<file path="src/hdl/axs_pkg.sv">
package axs_pkg;

    localparam int AXIS_W      = 16;
    localparam int DT_W        = 16;
    localparam int SPD_W       = 16;
    localparam int LVL_EXT_W   = AXIS_W + 1;
    localparam int W_W         = 17;
    localparam int MUL_A_W     = 16;
    localparam int MUL_B_W     = 21;
    localparam int MUL_P_W     = MUL_A_W + MUL_B_W;
    localparam int MUL_CNT_W   = $clog2(MUL_A_W);
    localparam int W_SHIFT     = 9;
    localparam int W_RAW_W     = MUL_P_W - W_SHIFT;
    localparam int STEP_LSB    = 16;
    localparam int ROUND_BIT   = STEP_LSB - 1;
    localparam int CFG_DATA_W  = 32;
    localparam int PADDR_W     = 3;
    localparam int REG_IDX_BIT = 2;

    localparam logic [SPD_W-1:0] SPEED_RESET = 16'd256;
    localparam logic [W_W-1:0]   W_ONE       = 17'h10000;

    localparam logic signed [LVL_EXT_W-1:0] TGT_POS  = 17'sd16384;
    localparam logic signed [LVL_EXT_W-1:0] TGT_NEG  = -17'sd16384;
    localparam logic signed [LVL_EXT_W-1:0] TGT_ZERO = 17'sd0;
    localparam logic signed [AXIS_W-1:0]    DEAD_ZONE = 16'sd16;

    localparam logic [0:0] REG_RISE  = 1'b0;
    localparam logic [0:0] REG_DECAY = 1'b1;

    typedef enum logic [2:0] {
        ST_IDLE,
        ST_WSTART,
        ST_WWAIT,
        ST_PICK,
        ST_BSTART,
        ST_BWAIT,
        ST_OUT
    } t_state;

    typedef struct packed {
        logic               start;
        logic [MUL_A_W-1:0] a;
        logic [MUL_B_W-1:0] b;
    } t_mul_req;

    typedef struct packed {
        logic               done;
        logic [MUL_P_W-1:0] product;
    } t_mul_rsp;

    typedef struct packed {
        logic [SPD_W-1:0] rise_speed;
        logic [SPD_W-1:0] decay_speed;
    } t_cfg;

endpackage

</file>
<file path="src/hdl/axs_if.sv">
interface axs_in_if import axs_pkg::*; ();
    logic            valid;
    logic            ready;
    logic            pos_key_pressed;
    logic            neg_key_pressed;
    logic            pos_button_pressed;
    logic            neg_button_pressed;
    logic [DT_W-1:0] delta_time;

    modport source (
        output valid, pos_key_pressed, neg_key_pressed,
        output pos_button_pressed, neg_button_pressed, delta_time,
        input  ready
    );
    modport sink (
        input  valid, pos_key_pressed, neg_key_pressed,
        input  pos_button_pressed, neg_button_pressed, delta_time,
        output ready
    );
endinterface

interface axs_out_if import axs_pkg::*; ();
    logic                     valid;
    logic                     ready;
    logic signed [AXIS_W-1:0] axis_value;

    modport source (output valid, axis_value, input ready);
    modport sink (input valid, axis_value, output ready);
endinterface

</file>
<file path="src/hdl/axis_input_smoother.sv">
// Smooths one input axis per frame tick. Each request carries four pressed
// flags and the tick time; one result with the new axis level (signed Q2.14)
// follows. Pressed flags pull the level toward +1 or -1 in the order positive
// key, negative key, positive button, negative button, using the rise speed;
// with no flag set it decays toward zero using the decay speed, and a level
// within 16 LSB of zero reads as zero. The weight and every blend go through
// one shared bit-serial multiplier, so a request takes one weight product and
// one blend per pressed flag, or one decay blend with none set. One request is
// in work at a time; a finished result waits in the output register while the
// next request is taken. rise_speed lies at byte address 0 and decay_speed at
// 4 (unsigned Q8.8, reset 1.0); write them only while no request is in work.
module axis_input_smoother import axs_pkg::*; (
    input  logic                  i_clk,
    input  logic                  i_rst_n,
    axs_in_if.sink                i_req,
    axs_out_if.source             o_rsp,
    input  logic                  psel,
    input  logic                  penable,
    input  logic                  pwrite,
    input  logic [PADDR_W-1:0]    paddr,
    input  logic [CFG_DATA_W-1:0] pwdata,
    output logic [CFG_DATA_W-1:0] prdata,
    output logic                  pready
);

    t_cfg     cfg;
    t_mul_req mul_req;
    t_mul_rsp mul_rsp;

    axs_cfg_regs u_cfg (
        .i_clk   (i_clk),
        .i_rst_n (i_rst_n),
        .psel    (psel),
        .penable (penable),
        .pwrite  (pwrite),
        .paddr   (paddr),
        .pwdata  (pwdata),
        .prdata  (prdata),
        .pready  (pready),
        .o_cfg   (cfg)
    );

    axs_serial_mul u_mul (
        .i_clk   (i_clk),
        .i_rst_n (i_rst_n),
        .i_req   (mul_req),
        .o_rsp   (mul_rsp)
    );

    axs_core u_core (
        .i_clk     (i_clk),
        .i_rst_n   (i_rst_n),
        .i_cfg     (cfg),
        .i_req     (i_req),
        .o_rsp     (o_rsp),
        .o_mul_req (mul_req),
        .i_mul_rsp (mul_rsp)
    );

endmodule

</file>
<file path="src/hdl/axs_cfg_regs.sv">
module axs_cfg_regs import axs_pkg::*; (
    input  logic                  i_clk,
    input  logic                  i_rst_n,
    input  logic                  psel,
    input  logic                  penable,
    input  logic                  pwrite,
    input  logic [PADDR_W-1:0]    paddr,
    input  logic [CFG_DATA_W-1:0] pwdata,
    output logic [CFG_DATA_W-1:0] prdata,
    output logic                  pready,
    output t_cfg                  o_cfg
);

    logic [SPD_W-1:0] r_rise;
    logic [SPD_W-1:0] r_decay;
    logic             wr_en;

    assign pready = 1'b1;
    assign wr_en  = psel && penable && pwrite;

    always_ff @(posedge i_clk) begin
        if (!i_rst_n) begin
            r_rise  <= SPEED_RESET;
            r_decay <= SPEED_RESET;
        end else if (wr_en) begin
            case (paddr[REG_IDX_BIT])
                REG_RISE:  r_rise  <= pwdata[SPD_W-1:0];
                REG_DECAY: r_decay <= pwdata[SPD_W-1:0];
                default: ;
            endcase
        end
    end

    always_comb begin
        case (paddr[REG_IDX_BIT])
            REG_RISE:  prdata = {{(CFG_DATA_W-SPD_W){1'b0}}, r_rise};
            REG_DECAY: prdata = {{(CFG_DATA_W-SPD_W){1'b0}}, r_decay};
            default:   prdata = '0;
        endcase
    end

    assign o_cfg.rise_speed  = r_rise;
    assign o_cfg.decay_speed = r_decay;

endmodule

</file>
<file path="src/hdl/axs_serial_mul.sv">
module axs_serial_mul import axs_pkg::*; (
    input  logic     i_clk,
    input  logic     i_rst_n,
    input  t_mul_req i_req,
    output t_mul_rsp o_rsp
);

    // shift-add, one multiplier bit per cycle, LSB first
    logic                 r_busy;
    logic                 r_done;
    logic [MUL_CNT_W-1:0] r_cnt;
    logic [MUL_A_W-1:0]   r_a;
    logic [MUL_B_W-1:0]   r_b;
    logic [MUL_B_W:0]     r_hi;
    logic [MUL_A_W-1:0]   r_lo;
    logic [MUL_B_W:0]     sum;

    assign sum = r_hi + (r_a[0] ? {1'b0, r_b} : '0);

    always_ff @(posedge i_clk) begin
        if (!i_rst_n) begin
            r_busy <= 1'b0;
            r_done <= 1'b0;
            r_cnt  <= '0;
        end else begin
            r_done <= 1'b0;
            if (i_req.start) begin
                r_busy <= 1'b1;
                r_cnt  <= '0;
            end else if (r_busy) begin
                r_cnt <= r_cnt + 1'b1;
                if (r_cnt == MUL_CNT_W'(MUL_A_W - 1)) begin
                    r_busy <= 1'b0;
                    r_done <= 1'b1;
                end
            end
        end
    end

    always_ff @(posedge i_clk) begin
        if (i_req.start) begin
            r_a  <= i_req.a;
            r_b  <= i_req.b;
            r_hi <= '0;
            r_lo <= '0;
        end else if (r_busy) begin
            r_a  <= r_a >> 1;
            r_hi <= {1'b0, sum[MUL_B_W:1]};
            r_lo <= {sum[0], r_lo[MUL_A_W-1:1]};
        end
    end

    assign o_rsp.done    = r_done;
    assign o_rsp.product = {r_hi[MUL_B_W-1:0], r_lo};

endmodule

</file>
<file path="src/hdl/axs_core.sv">
module axs_core import axs_pkg::*; (
    input  logic          i_clk,
    input  logic          i_rst_n,
    input  t_cfg          i_cfg,
    axs_in_if.sink        i_req,
    axs_out_if.source     o_rsp,
    output t_mul_req      o_mul_req,
    input  t_mul_rsp      i_mul_rsp
);

    t_state                   r_state, n_state;
    logic signed [AXIS_W-1:0] r_level, n_level;
    logic [3:0]               r_todo, n_todo;
    logic                     r_decay, n_decay;
    logic [DT_W-1:0]          r_dt, n_dt;
    logic [MUL_B_W-1:0]       r_s25, n_s25;
    logic [W_W-1:0]           r_w, n_w;
    logic                     r_neg, n_neg;
    logic [MUL_A_W-1:0]       r_mag, n_mag;
    logic                     r_out_valid, n_out_valid;
    logic signed [AXIS_W-1:0] r_out_value, n_out_value;

    logic [SPD_W-1:0]            speed;
    logic [MUL_B_W-1:0]          speed_ext;
    logic [W_RAW_W-1:0]          w_raw;
    logic signed [LVL_EXT_W-1:0] target;
    logic signed [LVL_EXT_W-1:0] level_ext;
    logic signed [LVL_EXT_W-1:0] diff;
    logic [LVL_EXT_W-1:0]        diff_abs;
    logic [W_W-1:0]              step;
    logic [LVL_EXT_W-1:0]        level_new;
    logic signed [AXIS_W-1:0]    snapped;
    logic                        any_flag;

    always_ff @(posedge i_clk) begin
        if (!i_rst_n) begin
            r_state     <= ST_IDLE;
            r_level     <= '0;
            r_out_valid <= 1'b0;
        end else begin
            r_state     <= n_state;
            r_level     <= n_level;
            r_out_valid <= n_out_valid;
        end
    end

    always_ff @(posedge i_clk) begin
        r_todo      <= n_todo;
        r_decay     <= n_decay;
        r_dt        <= n_dt;
        r_s25       <= n_s25;
        r_w         <= n_w;
        r_neg       <= n_neg;
        r_mag       <= n_mag;
        r_out_value <= n_out_value;
    end

    assign any_flag  = i_req.pos_key_pressed || i_req.neg_key_pressed ||
                       i_req.pos_button_pressed || i_req.neg_button_pressed;
    assign speed     = any_flag ? i_cfg.rise_speed : i_cfg.decay_speed;
    assign speed_ext = {{(MUL_B_W-SPD_W){1'b0}}, speed};
    assign w_raw     = i_mul_rsp.product[MUL_P_W-1:W_SHIFT];

    // product bits past the binary point round half up on the magnitude
    assign step = i_mul_rsp.product[STEP_LSB+W_W-1:STEP_LSB]
                + {{(W_W-1){1'b0}}, i_mul_rsp.product[ROUND_BIT]};

    assign level_ext = {r_level[AXIS_W-1], r_level};
    assign level_new = r_neg ? (level_ext - step) : (level_ext + step);
    assign snapped   = (r_level >= -DEAD_ZONE && r_level <= DEAD_ZONE) ? '0 : r_level;

    always_comb begin
        if (r_todo[0])      target = TGT_POS;
        else if (r_todo[1]) target = TGT_NEG;
        else if (r_todo[2]) target = TGT_POS;
        else if (r_todo[3]) target = TGT_NEG;
        else                target = TGT_ZERO;
    end

    assign diff     = target - level_ext;
    assign diff_abs = diff[LVL_EXT_W-1] ? -diff : diff;

    always_comb begin
        n_state     = r_state;
        n_level     = r_level;
        n_todo      = r_todo;
        n_decay     = r_decay;
        n_dt        = r_dt;
        n_s25       = r_s25;
        n_w         = r_w;
        n_neg       = r_neg;
        n_mag       = r_mag;
        n_out_valid = r_out_valid;
        n_out_value = r_out_value;
        o_mul_req   = '0;
        i_req.ready = 1'b0;

        if (r_out_valid && o_rsp.ready) begin
            n_out_valid = 1'b0;
        end

        case (r_state)
            ST_IDLE: begin
                i_req.ready = 1'b1;
                if (i_req.valid) begin
                    n_todo  = {i_req.neg_button_pressed, i_req.pos_button_pressed,
                               i_req.neg_key_pressed, i_req.pos_key_pressed};
                    n_decay = !any_flag;
                    n_dt    = i_req.delta_time;
                    n_s25   = (speed_ext << 4) + (speed_ext << 3) + speed_ext;
                    n_state = ST_WSTART;
                end
            end
            ST_WSTART: begin
                o_mul_req.start = 1'b1;
                o_mul_req.a     = r_dt;
                o_mul_req.b     = r_s25;
                n_state         = ST_WWAIT;
            end
            ST_WWAIT: begin
                if (i_mul_rsp.done) begin
                    n_w = (w_raw > {{(W_RAW_W-W_W){1'b0}}, W_ONE}) ? W_ONE
                                                                  : w_raw[W_W-1:0];
                    n_state = ST_PICK;
                end
            end
            ST_PICK: begin
                if (r_todo != '0 || r_decay) begin
                    n_neg   = diff[LVL_EXT_W-1];
                    n_mag   = diff_abs[MUL_A_W-1:0];
                    n_todo  = r_todo & (r_todo - 1'b1);
                    n_decay = 1'b0;
                    n_state = ST_BSTART;
                end else begin
                    n_state = ST_OUT;
                end
            end
            ST_BSTART: begin
                o_mul_req.start = 1'b1;
                o_mul_req.a     = r_mag;
                o_mul_req.b     = {{(MUL_B_W-W_W){1'b0}}, r_w};
                n_state         = ST_BWAIT;
            end
            ST_BWAIT: begin
                if (i_mul_rsp.done) begin
                    n_level = level_new[AXIS_W-1:0];
                    n_state = ST_PICK;
                end
            end
            ST_OUT: begin
                if (!r_out_valid || o_rsp.ready) begin
                    n_out_valid = 1'b1;
                    n_out_value = snapped;
                    n_level     = snapped;
                    n_state     = ST_IDLE;
                end
            end
            default: begin
                n_state = ST_IDLE;
            end
        endcase
    end

    assign o_rsp.valid      = r_out_valid;
    assign o_rsp.axis_value = r_out_value;

endmodule

</file>
<file path="src/flat_wrapper.sv">
// flat-port wrapper written by rule: the top's interface ports become plain ports
module axis_input_smoother_flat import axs_pkg::*;
  (i_clk, i_rst_n, psel, penable, pwrite, paddr, pwdata, prdata, pready, i_req_valid, i_req_pos_key_pressed, i_req_neg_key_pressed, i_req_pos_button_pressed, i_req_neg_button_pressed, i_req_delta_time, i_req_ready, o_rsp_valid, o_rsp_axis_value, o_rsp_ready);
  axs_in_if i_req_i ();
  axs_out_if o_rsp_i ();
  input  logic i_clk;
  input  logic i_rst_n;
  input  logic psel;
  input  logic penable;
  input  logic pwrite;
  input  logic [PADDR_W-1:0] paddr;
  input  logic [CFG_DATA_W-1:0] pwdata;
  output logic [CFG_DATA_W-1:0] prdata;
  output logic pready;
  input wire logic [$bits(i_req_i.valid)-1:0] i_req_valid;
  input wire logic [$bits(i_req_i.pos_key_pressed)-1:0] i_req_pos_key_pressed;
  input wire logic [$bits(i_req_i.neg_key_pressed)-1:0] i_req_neg_key_pressed;
  input wire logic [$bits(i_req_i.pos_button_pressed)-1:0] i_req_pos_button_pressed;
  input wire logic [$bits(i_req_i.neg_button_pressed)-1:0] i_req_neg_button_pressed;
  input wire logic [$bits(i_req_i.delta_time)-1:0] i_req_delta_time;
  output wire logic [$bits(i_req_i.ready)-1:0] i_req_ready;
  output wire logic [$bits(o_rsp_i.valid)-1:0] o_rsp_valid;
  output wire logic [$bits(o_rsp_i.axis_value)-1:0] o_rsp_axis_value;
  input wire logic [$bits(o_rsp_i.ready)-1:0] o_rsp_ready;
  assign i_req_i.valid = i_req_valid;
  assign i_req_i.pos_key_pressed = i_req_pos_key_pressed;
  assign i_req_i.neg_key_pressed = i_req_neg_key_pressed;
  assign i_req_i.pos_button_pressed = i_req_pos_button_pressed;
  assign i_req_i.neg_button_pressed = i_req_neg_button_pressed;
  assign i_req_i.delta_time = i_req_delta_time;
  assign i_req_ready = i_req_i.ready;
  assign o_rsp_valid = o_rsp_i.valid;
  assign o_rsp_axis_value = o_rsp_i.axis_value;
  assign o_rsp_i.ready = o_rsp_ready;
  axis_input_smoother u_core (.i_clk(i_clk), .i_rst_n(i_rst_n), .i_req(i_req_i), .o_rsp(o_rsp_i), .psel(psel), .penable(penable), .pwrite(pwrite), .paddr(paddr), .pwdata(pwdata), .prdata(prdata), .pready(pready));
endmodule
</file>
<file path="config.mk">
export PLATFORM = sky130hd
export DESIGN_NAME = axis_input_smoother_flat
export DESIGN_NICKNAME = d
export VERILOG_FILES = /design/src/hdl/axs_pkg.sv /design/src/hdl/axs_if.sv /design/src/hdl/axis_input_smoother.sv /design/src/hdl/axs_cfg_regs.sv /design/src/hdl/axs_serial_mul.sv /design/src/hdl/axs_core.sv /design/src/flat_wrapper.sv
export SDC_FILE = /design/constraint.sdc
export NUM_CORES = 1
export LEC_CHECK = 0
export BUFFER_PORTS_ARGS = -buffer_cell sky130_fd_sc_hd__buf_2
export CAP_MARGIN = 20
export CORE_MARGIN = 3
export CORE_UTILIZATION = 40
export DETAILED_ROUTE_END_ITERATION = 12
export PLACE_DENSITY = 0.62
export SYNTH_ARGS = -nofsm -noshare
export SYNTH_HDL_FRONTEND = slang
export SYNTH_HIERARCHICAL = 1
export SYNTH_SLANG_ARGS = --single-unit
</file>
<file path="constraint.sdc">
create_clock -name i_clk -period 8.7 [get_ports i_clk]
set_input_delay 0.435 -clock i_clk [delete_from_list [all_inputs] [get_ports i_clk]]
set_output_delay 0.435 -clock i_clk [all_outputs]
set_load 0.02 [all_outputs]
</file>
# == Word-level counts from Yosys, hierarchy flattened ==
# Index checks and enable logic that the tools add are counted.
# totals
regBits,224
latch_bits,0
ram_bits,0
rom_bits,0
elab_cells,112
mem_count,0
# classes
add_sub_neg,10
mul,0
div,0
magnitude_cmp,3
n_eq_ne,12
shift,0
mux,35
bitwise,4
reduce_logical,28
# ops
op,count
16-bit 2-to-1 mux,8
38-bit case mux with 2 select lines,1
17-bit 2-to-1 mux,4
32-bit case mux with 2 select lines,1
16-bit case mux with 2 select lines,1
28-bit by 17-bit greater-than comparator with 1-bit output (second input constant),1
21-bit by 21-bit adder with 22-bit output,1
20-bit by 19-bit adder with 21-bit output,1
21-bit by 16-bit adder with 21-bit output,1
21-bit 2-to-1 mux,1
3-bit case mux with 6 select lines,1
17-bit by 16-bit subtractor with 17-bit output,1
16-bit by 1-bit adder with 16-bit output,1
16-bit adder,1
16-bit by 5-bit >= comparator with 1-bit output (second input constant),1
16-bit by 6-bit less-or-equal comparator with 1-bit output (second input constant),1
16-bit negation,1
16-bit subtractor,1
2-bit AND reduction,6
1-bit 2-to-1 mux,10
3-bit equality test (second input constant),3
3-bit 2-to-1 mux,3
3-bit AND reduction,3
4-bit 2-to-1 mux,2
other kinds (20),37

# == Depth between registers and ports, before layout ==
# Gate-level depths: netlist (run 1).
# depth
word_depth,7
mapped_depth,18
mapped_depth_nobuf,18

# == By module ==
# Netlist (run 1), hierarchy kept.
# modules_own_cells
module,n_inst,cells_each,area_each_um2
axs_core,1,790,7908.8
axs_serial_mul,1,396,4102.7
axs_cfg_regs,1,159,1571.5

# == Worst setup path before layout (run 1) ==
# Ideal clock, no wire load.
# synth_timing
kind,input-to-reg
startpoint,input port i_req_pos_key_pressed
endpoint,"register u_core.u_core.r_s25[18], data pin"
setup_time_ps,271
arrival_ps,4639
required_ps,8429
slack_ps,3790
stages,14
n_path_buf,1
cell_sequence,nor4_1 clkbuf_1 mux2i_1 fa_1 inv_1 ha_1 nor2b_1 o21a_1 o21a_1 o211ai_1 a21oi_1 o31ai_1 mux2i_1 o2111ai_1
# synth_via
elab_chain_cells,6
# synth_rtl
item,line_no,rtl
start: declaration,flat_wrapper.sv:16,input wire logic [$bits(i_req_i.pos_key_pressed)-1:0] i_req_pos_key_pressed;
1-bit logical OR (*) (2 in series),axs_core.sv:58,assign any_flag = i_req.pos_key_pressed || i_req.neg_key_pressed ||
1-bit logical OR (*),axs_core.sv:59,i_req.pos_button_pressed || i_req.neg_button_pressed;
16-bit 2-to-1 mux (*),axs_core.sv:60,assign speed = any_flag ? i_cfg.rise_speed : i_cfg.decay_speed;
20-bit by 19-bit adder with 21-bit output,axs_core.sv:110,n_s25 = (speed_ext << 4) + (speed_ext << 3) + speed_ext;
21-bit by 16-bit adder with 21-bit output (*),axs_core.sv:110,
end signal: assignment,axs_core.sv:51,r_s25 <= n_s25;
end: declaration,axs_core.sv:16,"logic [MUL_B_W-1:0] r_s25, n_s25;"
# Mark *: on every way between the ends. The rest lies on a longest branch, timed or not.
# A chain may end at the register's enable or synchronous reset.

# == Worst setup path after layout (run 1) ==
# layout_timing
startpoint,register u_core.u_mul.r_hi[0]
endpoint,register u_core.u_core.r_level[15]
# layout_via
elab_chain_cells,5
word_cells_on_any_way,6
# layout_rtl
item,line_no,rtl
start: declaration,axs_serial_mul.sv:14,logic [MUL_B_W:0] r_hi;
start signal: assignment,axs_serial_mul.sv:48,"r_hi <= {1'b0, sum[MUL_B_W:1]};"
16-bit by 1-bit adder with 16-bit output (*),axs_core.sv:66,"+ {{(W_W-1){1'b0}}, i_mul_rsp.product[ROUND_BIT]};"
16-bit adder / 16-bit subtractor (equally long branches),axs_core.sv:69,assign level_new = r_neg ? (level_ext - step) : (level_ext + step);
16-bit 2-to-1 mux (*),axs_core.sv:69,
16-bit 2-to-1 mux (*),axs_core.sv:145,if (i_mul_rsp.done) begin
16-bit case mux with 2 select lines (*),axs_core.sv:102,case (r_state)
end signal: assignment,axs_core.sv:42,r_level <= n_level;
end: declaration,axs_core.sv:12,"logic signed [AXIS_W-1:0] r_level, n_level;"
# Mark *: on every way between the ends. The rest lies on a longest branch, timed or not. The select of a mux whose other input is x is not followed.

==> out/summary.json, run 1 <==
{
  "result_of_the_run": "finished, final reports clean",
  "insertedDiodeCount": 0,
  "worst_slew_margin_rel": 0.300,
  "cts_max_path_buffers": 3,
  "place.port_buffers": 77,
  "grt_first_pass_wirelength_um": 48600,
  "crit_chain": "ha_1 -> ha_1 -> nand3_1 -> xnor2_1 -> nor4b_1 -> o21ai_0 -> nand2b_1 -> xnor2_1 -> ha_1 -> a21o_1 -> a21oi_1 -> nor2b_1 -> a31oi_1 -> a31oi_1 -> a31oi_1 -> xnor2_1 -> o21ai_0",
  "rows": 66,
  "grt_max_degree": 72,
  "post-route-period-util": 0.478,
  "min_path_type": "input port to flop",
  "drt_iter0_drcs": 559,
  "first_drt_pass_iteration_count": 6,
  "clock_tree_from_tritoncts": "yes",
  "worstSkewPairLatency_ns": 0.51,
  "hold_viol": 0,
  "postLayoutCoreUtil": 0.452,
  "groute.usage.overall": 0.164,
  "drt-vias-per-instance": 5.32,
  "synthesis.instances": 1318,
  "wl_per_cell_um": 16.3,
  "clockRootBuffer": "sky130_fd_sc_hd__clkbuf_16",
  "slew_viol_final": 0,
  "grt_setup_unrepaired": "no",
  "post_route_cells_drive_above_1_share": 0.135,
  "setup.worst_path.class": "flop to flop",
  "tritoncts.num_buffers": 24,
  "worstPathBufferInverterCount": 0,
  "finalSetupViolations": 0,
  "start_util": 0.407,
  "max_cap_viol_count": 0,
  "clk_pin_slew_worst_paths_ns": 0.06,
  "worst-path-max-fanout": 10,
  "cp-end-kind": "flop",
  "final_net_count": 1498,
  "max_freq_mhz": 240,
  "clock-skew-final_ns": 0.0101,
  "detailroute.via_count": 9658,
  "yosysWarnings": 6,
  "worstHoldEndpoint": "u_core/u_core/r_dt[10]",
  "clkSinkCount": 215,
  "ir_worst_vdd_mv": 0.147,
  "worstHoldPathCells": 1,
  "cts.repair_timing.setup_buffer_count": 0,
  "finish.cell_count_without_fillers": 1816,
  "pin_count": 113,
  "hold_path.startpoint": "i_req_delta_time[10]",
  "worst_r2r_endpoint": "u_core/u_core/r_level[15]",
  "timing.reg2reg.worst_path_depth": 17,
  "post_synth_instance_area_mm2": 0.0133,
  "placedCellCount": 1772,
  "p_leak_nw": 6.09,
  "post_cts_hold_buffer_count": 0,
  "worstMarginPinSlew_ns": 1.05,
  "syn_to_final_growth_pct": 10.9,
  "core-area_mm2": 0.0326,
  "crit_arrival_ns": 4.56,
  "die-height_um": 188,
  "floorplan.die_area_mm2": 0.0354,
  "route.antenna.remaining_nets": 0,
  "worst-endpoint-required_ns": 9.10,
  "cpPeakStageDelay_ns": 0.42,
  "dp.final_hpwl_um": 21300,
  "reg2reg_setup_slack_ns": 4.54,
  "grt_antenna_before_repair": 0,
  "gp_routability_congestion": 0.885,
  "floorplan.die.width_um": 188,
  "r2r_start": "u_core/u_mul/r_hi[0]",
  "synth.avg_cell_area_um2": 10.1,
  "post_cts_resized": 0,
  "start_kind": "flop",
  "final.setup.tns_ns": 0,
  "path_delay_family": "compound AO/OA/AOI/OAI gates",
  "htree_num_levels": 1,
  "routed_wl_um": 29700,
  "drc_errors": 0,
  "timing.final.crit_period_ns": 4.16,
  "grt_overflow": 0,
  "worst_path_max_delay_cell": "sky130_fd_sc_hd__nor4b_1",
  "first_global_vias": 9376,
  "power.density_mw_per_mm2": 228
}
==> final cells by class <==
cell class	instances	area, um2
multi-input cells	975	7110
fillers	3057	17900
inverters	54	203
clock buffers	32	672
clock inverters	12	144
repair buffers	86	453
flip-flops and latches	215	5600
well taps	442	553
==> registers in the layout (all words and copies together), names as in the netlist, 7 cells and up <==
register and cells:
u_core/u_mul/r_lo 7, u_core/u_core/r_w 17, u_core/u_mul/r_a 16, u_core/u_core/r_dt 16, u_core/u_mul/r_b 21, u_core/u_cfg/r_rise 16, u_core/u_core/o_rsp.axis_value 16, u_core/u_mul/r_hi 21
u_core/u_core/r_mag 16, u_core/u_core/r_s25 21, u_core/u_cfg/r_decay 16, u_core/u_core/r_level 16
==> metrics by stage <==
step / power, W / setup WS, ns / hold slack [ns] / area (um2)
6_report: 0.00336 / 4.54 / 0.0968 / 14700
2_1_floorplan: 0.00209 / 3.79 / 0.431 / 13300
5_1_grt: 0.00356 / 4.04 / 0.0835 / 14700
4_1_cts: 0.00339 / 4.50 / 0.0735 / 14700
3_5_place_dp: 0.00233 / 4.30 / 0.457 / 13900
3_3_place_gp: 0.00232 / 4.30 / 0.455 / 13900
==> cell usage in the layout, fill, tap and decap left out, types with 5 or more instances in the layout <==
cell type                   instances
sky130_fd_sc_hd__edfxtp_1         129
sky130_fd_sc_hd__nand2_1          105
sky130_fd_sc_hd__dfxtp_1           86
sky130_fd_sc_hd__buf_2             77
sky130_fd_sc_hd__nor2_1            71
sky130_fd_sc_hd__ha_1              65
sky130_fd_sc_hd__mux2i_1           62
sky130_fd_sc_hd__a21oi_1           61
sky130_fd_sc_hd__xnor2_1           59
sky130_fd_sc_hd__and2_1            57
sky130_fd_sc_hd__inv_1             53
sky130_fd_sc_hd__o21ai_0           46
sky130_fd_sc_hd__xor2_1            44
sky130_fd_sc_hd__nand3_1           40
sky130_fd_sc_hd__mux2_2            35
sky130_fd_sc_hd__a22o_1            33
sky130_fd_sc_hd__nor2b_1           31
sky130_fd_sc_hd__nor3_1            29
sky130_fd_sc_hd__clkbuf_16         25
sky130_fd_sc_hd__conb_1            17
sky130_fd_sc_hd__nand2b_1          16
sky130_fd_sc_hd__fa_1              15
sky130_fd_sc_hd__a22oi_1           12
sky130_fd_sc_hd__o31ai_1           11
sky130_fd_sc_hd__and3_1            11
sky130_fd_sc_hd__o21a_1            10
sky130_fd_sc_hd__nand4_1           10
sky130_fd_sc_hd__a31oi_1           10
sky130_fd_sc_hd__buf_4              9
sky130_fd_sc_hd__o21bai_1           8
sky130_fd_sc_hd__a21o_1             8
sky130_fd_sc_hd__nor4_1             8
sky130_fd_sc_hd__or2_2              7
sky130_fd_sc_hd__or3_1              7
sky130_fd_sc_hd__or4_1              6
sky130_fd_sc_hd__a41oi_1            6
sky130_fd_sc_hd__o211ai_1           6
sky130_fd_sc_hd__clkbuf_1           5
sky130_fd_sc_hd__a21boi_0           5
sky130_fd_sc_hd__nand3b_1           5
==> metal layers <==
metal / global-route usage / vias to the layer above / part of all wire
li1: - / 4786 / -
met1: 0.231 / 4653 / 0.47
met2: 0.277 / 192 / 0.47
met3: 0.0171 / 27 / 0.042
met4: 0.0335 / 0 / 0.012
met5: 0 / - / 0
==> worst max path at each step <==
stage / from / endpoint / slack (ns) / depth (start not counted)
2_1_floorplan: i_req_pos_key_pressed / u_core/u_core/r_s25[18] / 3.79 / 14
4_1_cts: u_core/u_mul/r_hi[0] / u_core/u_core/r_level[15] / 4.50 / 16
3_5_place_dp: i_req_pos_key_pressed / u_core/u_core/r_s25[18] / 4.30 / 15
5_1_grt: u_core/u_mul/r_hi[0] / u_core/u_core/r_level[15] / 4.04 / 17
6_report: u_core/u_mul/r_hi[0] / u_core/u_core/r_level[15] / 4.54 / 17
3_3_place_gp: i_req_pos_key_pressed / u_core/u_core/r_s25[18] / 4.30 / 15
==> power by group <==
group          internal, W  total [W]  switching (W)
combinational     0.000428    0.00101       0.000582
clock             0.000633    0.00103       0.000402
sequential         0.00118    0.00131       0.000132
Note: power is estimated with default switching activity, not from simulation.
==> run 2: changes to the inputs <==
- ABC_AREA: not set -> 1
- clock period: 8.7 -> 3.95 ns (I/O delays scaled with it)
==> run 2 against run 1 <==
Count of clock-buffer cells in the layout increased by 3. Largest cell class unchanged. Die area increased by 5.5%. Flip-flop and latch count stayed put. Critical path type is now input port to flop.
==> out/summary.json, run 2 <==
{
  "syn_to_final_growth": {"value": 14.1, "unit": "%", "change": "was 10.9%"},
  "layout_common_cells": {"value": "460 x sky130_fd_sc_hd__nand2_1, 292 x sky130_fd_sc_hd__inv_1, 187 x sky130_fd_sc_hd__nor2_1", "change": "was 129 x sky130_fd_sc_hd__edfxtp_1, 105 x sky130_fd_sc_hd__nand2_1, 86 x sky130_fd_sc_hd__dfxtp_1"},
  "regArea": {"value": 0.00560, "unit": "mm2", "change": "about the same"},
  "post-route-period-util": 0.908,
  "gp_routability_congestion": {"value": 0.891, "change": "was 0.885"},
  "clock_tree_from_tritoncts": {"value": "yes", "change": "unchanged"},
  "first_drt_pass_iteration_count": {"value": 5, "change": "was 6"},
  "die-height": {"value": 193, "unit": "um", "change": "was 188 um"},
  "detailroute.via_count": {"value": 11854, "change": "was 9658"},
  "htree_num_levels": {"value": 1, "change": "unchanged"},
  "floorplan.die.width": {"value": 193, "unit": "um", "change": "was 188 um"},
  "clkSinkCount": {"value": 215, "change": "unchanged"},
  "grt_antenna_before_repair": {"value": 0, "change": "unchanged"},
  "first_global_vias": {"value": 11102, "change": "was 9376"},
  "worst-endpoint-required": {"value": 4.22, "unit": "ns", "change": "was 9.10 ns"},
  "max_cap_viol_count": {"value": 0, "change": "unchanged"},
  "clockRootBuffer": {"value": "sky130_fd_sc_hd__clkbuf_16", "change": "unchanged"},
  "crit_arrival": {"value": 3.86, "unit": "ns", "change": "was 4.56 ns"},
  "routed_wl": {"value": 34800, "unit": "um", "change": "was 29700 um"},
  "grt_overflow": {"value": 0, "change": "unchanged"},
  "worst-path-max-fanout": {"value": 29, "change": "was 10"},
  "drt_iter0_drcs": {"value": 957, "change": "was 559"},
  "post_synth_instance_area": {"value": 0.0140, "unit": "mm2", "change": "was 0.0133 mm2"},
  "clock-skew-final": {"value": 0.0223, "unit": "ns", "change": "was 0.0101 ns"},
  "setup_slack": {"value": 0.363, "unit": "ns", "change": "was 4.54 ns"},
  "clk_pin_slew_worst_paths": {"value": 0.06, "unit": "ns", "change": "about the same"},
  "slew_viol_final": {"value": 0, "change": "unchanged"},
  "final.setup.tns": {"value": 0, "unit": "ns", "change": "unchanged"},
  "worst_slew_margin_rel": {"value": 0.267, "change": "was 0.300"},
  "start_kind": {"value": "input port", "change": "was flop"},
  "grt_setup_unrepaired": {"value": "no", "change": "unchanged"},
  "min_path_type": {"value": "input port to flop", "change": "unchanged"},
  "insertedDiodeCount": {"value": 0, "change": "unchanged"},
  "floorplan.die_area": {"value": 0.0374, "unit": "mm2", "change": "was 0.0354 mm2"},
  "result_of_the_run": {"value": "finished, final reports clean", "change": "unchanged"},
  "worstHoldPathCells": {"value": 5, "change": "was 1"},
  "synthesis.instances": {"value": 1850, "change": "was 1318"},
  "start_util": {"value": 0.412, "change": "was 0.407"},
  "p_leak": {"value": 7.64, "unit": "nW", "change": "was 6.09 nW"},
  "layout_commonest_cell": {"value": "sky130_fd_sc_hd__nand2_1", "change": "was sky130_fd_sc_hd__edfxtp_1"},
  "tritoncts.num_buffers": {"value": 25, "change": "was 24"},
  "core-area": {"value": 0.0340, "unit": "mm2", "change": "was 0.0326 mm2"},
  "timing.final.crit_period_ns": 3.59,
  "ir_worst_vdd": {"value": 0.280, "unit": "mV", "change": "was 0.147 mV"},
  "worstMarginPinSlew": {"value": 1.10, "unit": "ns", "change": "was 1.05 ns"},
  "finish.cell_count_without_fillers": {"value": 2426, "change": "was 1816"},
  "layout_top_registers": {"value": "u_core/u_core/r_s25: 21 flops, u_core/u_mul/r_b: 21 flops, u_core/u_mul/r_hi: 21 flops", "change": "unchanged"},
  "groute.usage.overall": {"value": 0.179, "change": "was 0.164"},
  "post_route_cells_drive_above_1_share": {"value": 0.121, "change": "was 0.135"},
  "preCtsSetupSlack": {"value": 0.179, "unit": "ns", "change": "was 4.30 ns"},
  "place.port_buffers": {"value": 77, "change": "unchanged"},
  "cts_max_path_buffers": {"value": 3, "change": "unchanged"},
  "final_net_count": {"value": 2101, "change": "was 1498"},
  "worstSkewPairLatency": {"value": 0.52, "unit": "ns", "change": "was 0.51 ns"},
  "dp.final_hpwl": {"value": 26200, "unit": "um", "change": "was 21300 um"},
  "power.density": {"value": 679, "unit": "mW/mm2", "change": "was 228 mW/mm2"},
  "drc_errors": {"value": 0, "change": "unchanged"},
  "rows": {"value": 67, "change": "was 66"},
  "grt_max_degree": {"value": 41, "change": "was 72"},
  "cp-end-kind": {"value": "flop", "change": "unchanged"},
  "pin_count": {"value": 113, "change": "unchanged"},
  "route.antenna.remaining_nets": {"value": 0, "change": "unchanged"},
  "max_freq_mhz": 279,
  "timing.reg2reg.worst_path_depth": {"value": 23, "change": "was 17"},
  "multi_input_comb_area": {"value": 0.00696, "unit": "mm2", "change": "was 0.00711 mm2"},
  "fill_cells": {"value": 3484, "change": "was 3057"},
  "finalSetupViolations": {"value": 0, "change": "unchanged"},
  "setup.worst_path.class": {"value": "input port to flop", "change": "was flop to flop"},
  "yosysWarnings": {"value": 6, "change": "unchanged"},
  "synth.avg_cell_area": {"value": 7.59, "unit": "um2", "change": "was 10.1 um2"},
  "hold_viol": {"value": 0, "change": "unchanged"},
  "grt_first_pass_wirelength": {"value": 56400, "unit": "um", "change": "was 48600 um"},
  "drt-vias-per-instance": {"value": 4.89, "change": "was 5.32"},
  "reg2reg_setup_slack": {"value": 0.37, "unit": "ns", "change": "was 4.54 ns"},
  "wl_per_cell": {"value": 14.3, "unit": "um", "change": "was 16.3 um"},
  "placedCellCount": {"value": 2344, "change": "was 1772"}
}
==> run 2: area by class of cell <==
| class | count | share of cell area |
|---|---|---|
| Tap cell | 448 | 0.0350 |
| Multi-Input combinational cell | 1269 | 0.435 |
| Clock inverter | 11 | 0.00398 |
| Inverter | 310 | 0.0728 |
| Sequential cell | 215 | 0.349 |
| Timing Repair Buffer | 138 | 0.0605 |
| Clock buffer | 35 | 0.0434 |
==> run 2: metal layers <==
layer,vias up,GRT usage,share of wire
li1,6126,-,-
met1,5430,0.255,0.48
met2,257,0.301,0.46
met3,41,0.0170,0.044
met4,0,0.0370,0.016
met5,-,0,0
==> run 2: metrics by stage <==
step	total power [W]	utilization	cell area [um2]	hold WS, ns
finish	0.0109	0.471	16000	0.0226
global route	0.0118	0.471	16000	0.0473
CTS	0.0109	0.469	16000	0.00716
detailed placement	0.00869	0.437	14900	0.376
global placement	0.00860	0.437	14900	0.377
floorplan	0.00737	-	14100	0.296
==> run 2: worst paths after layout <==
kind	startpoint	to
setup / recovery	i_req_pos_button_pressed	u_core/u_core/r_s25[16]
hold / removal	pwdata[7]	u_core/u_cfg/r_decay[7]
setup reg to reg	u_core/u_mul/r_lo[15]	u_core/u_core/r_level[15]
hold reg to reg	u_core/u_cfg/r_rise[15]	u_core/u_cfg/r_rise[15]
==> run 2: repair_timing <==
action | CTS | global route
setup buffers | 0 | 0
setup endpoints to repair | 0 | 6
hold buffers | 34 | 0
gates resized for setup | 0 | 5
endpoints found under the hold margin | 40 | 0
==> run 2: power by group <==
group | internal (W) | total (W) | switching, W | leakage [nW]
clock | 0.00123 | 0.00213 | 0.000904 | 0.368
combinational | 0.00176 | 0.00528 | 0.00352 | 5.37
sequential | 0.00311 | 0.00346 | 0.000349 | 1.90
==> run 2: worst max-delay path: stages <==
cell,delay (ns)
sky130_fd_sc_hd__dlygate4sd3_1,0.52
sky130_fd_sc_hd__buf_2,0.13
sky130_fd_sc_hd__nor2_1,0.11
sky130_fd_sc_hd__nand3_1,0.12
sky130_fd_sc_hd__buf_12,0.19
sky130_fd_sc_hd__o21ai_0,0.18
sky130_fd_sc_hd__buf_4,0.17
sky130_fd_sc_hd__inv_1,0.05
sky130_fd_sc_hd__fa_1,0.44
sky130_fd_sc_hd__inv_1,0.06
sky130_fd_sc_hd__ha_1,0.16
sky130_fd_sc_hd__inv_1,0.06
sky130_fd_sc_hd__fa_1,0.41
sky130_fd_sc_hd__o21ai_1,0.20
sky130_fd_sc_hd__a21oi_1,0.11
sky130_fd_sc_hd__o21bai_1,0.14
sky130_fd_sc_hd__a21oi_1,0.11
sky130_fd_sc_hd__o21ai_0,0.24
sky130_fd_sc_hd__a21oi_1,0.12
sky130_fd_sc_hd__xnor2_1,0.13
==> run 3: changes to the inputs <==
- PLACE_DENSITY: 0.62 -> not set
- PLACE_DENSITY_LB_ADDON: not set -> 0.25
==> run 3 against run 2 <==
Combinational power is 2% higher. Register-to-register slack worse by 0.02 ns. Global-route usage is 0.98 points higher. Non-clock buffer count is 2 higher. Final area is 1.3% higher. Highest routed layer unchanged. Flip-flop and latch count stayed put. Sequential power hardly changed. Die area stayed put. Clock skew is 0.012 ns lower. Count of clock-buffer cells in the layout is 4 lower. Power is 4.6% higher. Critical endpoint is now u_core/u_core/r_level[15]. Worst hold slack better by 0.012 ns.
==> out/summary.json, run 3 (same netlist as run 2, synthesis figures left out) <==
{
  "finalSetupViolations": {"value": 0, "change": "unchanged"},
  "tritoncts.num_buffers": {"value": 27, "change": "was 25"},
  "rows": {"value": 67, "change": "unchanged"},
  "layout_top_registers": {"value": "u_core/u_core/r_s25: 21 flops, u_core/u_mul/r_b: 21 flops, u_core/u_mul/r_hi: 21 flops", "change": "unchanged"},
  "first_global_vias": {"value": 11359, "change": "was 11102"},
  "regArea": {"value": 0.00560, "unit": "mm2", "change": "unchanged"},
  "clockRootBuffer": {"value": "sky130_fd_sc_hd__clkbuf_16", "change": "unchanged"},
  "preCtsSetupSlack": {"value": 0.217, "unit": "ns", "change": "was 0.179 ns"},
  "place.port_buffers": {"value": 77, "change": "unchanged"},
  "drt-vias-per-instance": {"value": 4.95, "change": "was 4.89"},
  "result_of_the_run": {"value": "finished, final reports clean", "change": "unchanged"},
  "start_kind": {"value": "flop", "change": "was input port"},
  "path_delay_family": {"value": "simple AND/OR/NAND/NOR gates", "change": "was buffers and inverters"},
  "worstPathBufferInverterCount": {"value": 4, "change": "was 7"},
  "insertedDiodeCount": {"value": 0, "change": "unchanged"},
  "clock_tree_from_tritoncts": {"value": "yes", "change": "unchanged"},
  "syn_to_final_growth": {"value": 15.5, "unit": "%", "change": "was 14.1%"},
  "clkSinkCount": {"value": 215, "change": "unchanged"},
  "multi_input_comb_area": {"value": 0.00698, "unit": "mm2", "change": "was 0.00696 mm2"},
  "slew_viol_final": {"value": 0, "change": "unchanged"},
  "route.antenna.remaining_nets": {"value": 0, "change": "unchanged"},
  "cell_area_after_layout": {"value": 0.0162, "unit": "mm2", "change": "was 0.0160 mm2"},
  "grt_overflow": {"value": 0, "change": "unchanged"},
  "crit_top_cell": "sky130_fd_sc_hd__nand2_2",
  "htree_num_levels": {"value": 1, "change": "unchanged"},
  "layout_common_cells": {"value": "460 x sky130_fd_sc_hd__nand2_1, 292 x sky130_fd_sc_hd__inv_1, 187 x sky130_fd_sc_hd__nor2_1", "change": "unchanged"},
  "setup_slack": {"value": 0.347, "unit": "ns", "change": "was 0.363 ns"},
  "drt_iter0_drcs": {"value": 791, "change": "was 957"},
  "ir_worst_vdd": {"value": 0.343, "unit": "mV", "change": "was 0.280 mV"},
  "setup.worst_path.class": {"value": "flop to flop", "change": "was input port to flop"},
  "cts_max_path_buffers": {"value": 3, "change": "unchanged"},
  "final_net_count": {"value": 2105, "change": "was 2101"},
  "floorplan.die_area": {"value": 0.0374, "unit": "mm2", "change": "unchanged"},
  "worst_slew_margin_rel": {"value": 0.393, "change": "was 0.267"},
  "dp.final_hpwl": {"value": 27100, "unit": "um", "change": "was 26200 um"},
  "crit_chain": {"value": "ha_4 -> ha_2 -> nand2_2 -> nor2_4 -> nand2_2 -> nand2_2 -> inv_2 -> nor3_4 -> nand2_2 -> o31ai_4 -> nand2_2 -> xnor2_1 -> inv_1 -> ha_1 -> inv_1 -> nor3_1 -> nand3_1 -> nand4_1 -> inv_1 -> nand2_1 -> nand3_1 -> nand2_1 -> a21oi_2", "change": "was dlygate4sd3_1 -> buf_2 -> nor2_1 -> nand3_1 -> buf_12 -> o21ai_0 -> buf_4 -> inv_1 -> fa_1 -> inv_1 -> ha_1 -> inv_1 -> fa_1 -> o21ai_1 -> a21oi_1 -> o21bai_1 -> a21oi_1 -> o21ai_0 -> a21oi_1 -> xnor2_1"},
  "post_route_cells_drive_above_1_share": {"value": 0.127, "change": "was 0.121"},
  "p_leak": {"value": 7.74, "unit": "nW", "change": "was 7.64 nW"},
  "grt_antenna_before_repair": {"value": 0, "change": "unchanged"},
  "pin_count": {"value": 113, "change": "unchanged"},
  "groute.usage.overall": {"value": 0.189, "change": "was 0.179"},
  "max_freq": {"value": 278, "unit": "MHz", "change": "was 279 MHz"},
  "fill_cells": {"value": 3447, "change": "was 3484"},
  "post-route-period-util": {"value": 0.912, "change": "was 0.908"},
  "crit_arrival": {"value": 4.00, "unit": "ns", "change": "was 3.86 ns"},
  "routed_wl": {"value": 36100, "unit": "um", "change": "was 34800 um"},
  "cp-end-kind": {"value": "flop", "change": "unchanged"},
  "floorplan.die.width": {"value": 193, "unit": "um", "change": "unchanged"},
  "grt_first_pass_wirelength": {"value": 58800, "unit": "um", "change": "was 56400 um"},
  "worstSkewPairLatency": {"value": 0.54, "unit": "ns", "change": "was 0.52 ns"},
  "final.hold.worst_slack": {"value": 0.0347, "unit": "ns", "change": "was 0.0226 ns"},
  "cpPeakStageDelay": {"value": 0.39, "unit": "ns", "change": "was 0.52 ns"},
  "wl_per_cell": {"value": 14.9, "unit": "um", "change": "was 14.3 um"},
  "hold_viol": {"value": 0, "change": "unchanged"},
  "detailroute.via_count": {"value": 12035, "change": "was 11854"},
  "postLayoutCoreUtil": {"value": 0.476, "change": "was 0.471"},
  "max_cap_viol_count": {"value": 0, "change": "unchanged"},
  "die-height": {"value": 193, "unit": "um", "change": "unchanged"},
  "clk_pin_slew_worst_paths": {"value": 0.06, "unit": "ns", "change": "about the same"},
  "layout_commonest_cell": {"value": "sky130_fd_sc_hd__nand2_1", "change": "unchanged"},
  "gp_routability_congestion": {"value": 0.904, "change": "was 0.891"},
  "core-area": {"value": 0.0340, "unit": "mm2", "change": "unchanged"},
  "power.density": {"value": 702, "unit": "mW/mm2", "change": "was 679 mW/mm2"},
  "first_drt_pass_iteration_count": {"value": 5, "change": "unchanged"},
  "worstMarginPinSlew": {"value": 0.905, "unit": "ns", "change": "was 1.10 ns"},
  "worst-path-max-fanout": {"value": 7, "change": "was 29"},
  "grt_max_degree": {"value": 42, "change": "was 41"},
  "start_util": {"value": 0.412, "change": "unchanged"},
  "place_area": {"value": 0.0149, "unit": "mm2", "change": "about the same"},
  "drc_errors": {"value": 0, "change": "unchanged"},
  "min_path_type": {"value": "input port to flop", "change": "unchanged"},
  "timing.final.crit_period": {"value": 3.60, "unit": "ns", "change": "was 3.59 ns"},
  "worst-endpoint-required": {"value": 4.35, "unit": "ns", "change": "was 4.22 ns"},
  "worst_path_max_delay_cell": {"value": "sky130_fd_sc_hd__dfxtp_1", "change": "was sky130_fd_sc_hd__dlygate4sd3_1"},
  "clock-skew-final": {"value": 0.00994, "unit": "ns", "change": "was 0.0223 ns"}
}
==> run 3: cell types whose count changed in the layout (fill, tap and decap cells not counted), sizes merged <==
cell	delta
clkbuf	-4
dlygate4sd3	+1
clkinvlp	+1
buf	+1
inv	-1
bufinv	+4
clkinv	+3
==> run 3: area by class of cell <==
type / count / share of cell area
multi-input cells: 1269 / 0.430
flip-flops and latches: 215 / 0.345
inverters: 310 / 0.0719
repair buffers: 140 / 0.0608
clock buffers: 31 / 0.0444
well taps: 448 / 0.0346
clock inverters: 18 / 0.0128
==> run 3: worst paths after layout <==
path,start,end,slack [ns],depth (start not counted)
hold / removal,pwdata[12],u_core/u_cfg/r_rise[12],0.03,5
setup reg to reg,u_core/u_mul/r_lo[15],u_core/u_core/r_level[15],0.35,23
setup / recovery,u_core/u_mul/r_lo[15],u_core/u_core/r_level[15],0.35,23
hold reg to reg,u_core/u_mul/r_lo[9],u_core/u_mul/r_lo[9],0.48,2
==> run 3: what timing repair did <==
action / in CTS / in global routing
setup buffers: 0 / 0
setup endpoints to repair: 0 / 6
endpoints found under the hold margin: 46 / 0
hold buffers: 35 / 0
resized for setup: 0 / 6
==> run 3: worst reg2reg max path, stage by stage (launching register included) <==
cell and delay (ns):
sky130_fd_sc_hd__dfxtp_1 0.39, sky130_fd_sc_hd__ha_4 0.19, sky130_fd_sc_hd__ha_2 0.24, sky130_fd_sc_hd__nand2_2 0.08
sky130_fd_sc_hd__nor2_4 0.18, sky130_fd_sc_hd__nand2_2 0.07, sky130_fd_sc_hd__nand2_2 0.09, sky130_fd_sc_hd__inv_2 0.06
sky130_fd_sc_hd__nor3_4 0.20, sky130_fd_sc_hd__nand2_2 0.10, sky130_fd_sc_hd__o31ai_4 0.34, sky130_fd_sc_hd__nand2_2 0.08
sky130_fd_sc_hd__xnor2_1 0.21, sky130_fd_sc_hd__inv_1 0.08, sky130_fd_sc_hd__ha_1 0.29, sky130_fd_sc_hd__inv_1 0.07
sky130_fd_sc_hd__nor3_1 0.26, sky130_fd_sc_hd__nand3_1 0.12, sky130_fd_sc_hd__nand4_1 0.11, sky130_fd_sc_hd__inv_1 0.05
sky130_fd_sc_hd__nand2_1 0.06, sky130_fd_sc_hd__nand3_1 0.06, sky130_fd_sc_hd__nand2_1 0.08, sky130_fd_sc_hd__a21oi_2 0.05
==> run 3: per-stage QoR <==
stage / power, W / setup TNS [ns] / instances
floorplan: 0.00737 / 0 / 1865
global placement: 0.00867 / 0 / 2345
detailed placement: 0.00878 / 0 / 2345
CTS: 0.0114 / 0 / 2429
global route: 0.0123 / -0.0228 / 2431
finish: 0.0114 / 0 / 2431
==> run 3: per-layer routing <==
metal,vias up,share of wire,GRT usage
li1,6141,-,-
met1,5592,0.48,0.271
met2,251,0.45,0.308
met3,51,0.050,0.0237
met4,0,0.019,0.0415
met5,-,0,0
==> run 3: report_power, final <==
| group | internal (W) | switching (W) | leakage, nW |
|---|---|---|---|
| Sequential | 0.00311 | 0.000362 | 1.90 |
| Combinational | 0.00177 | 0.00359 | 5.39 |
| Clock | 0.00157 | 0.000977 | 0.449 |
| Total | 0.00645 | 0.00493 | 7.74 |
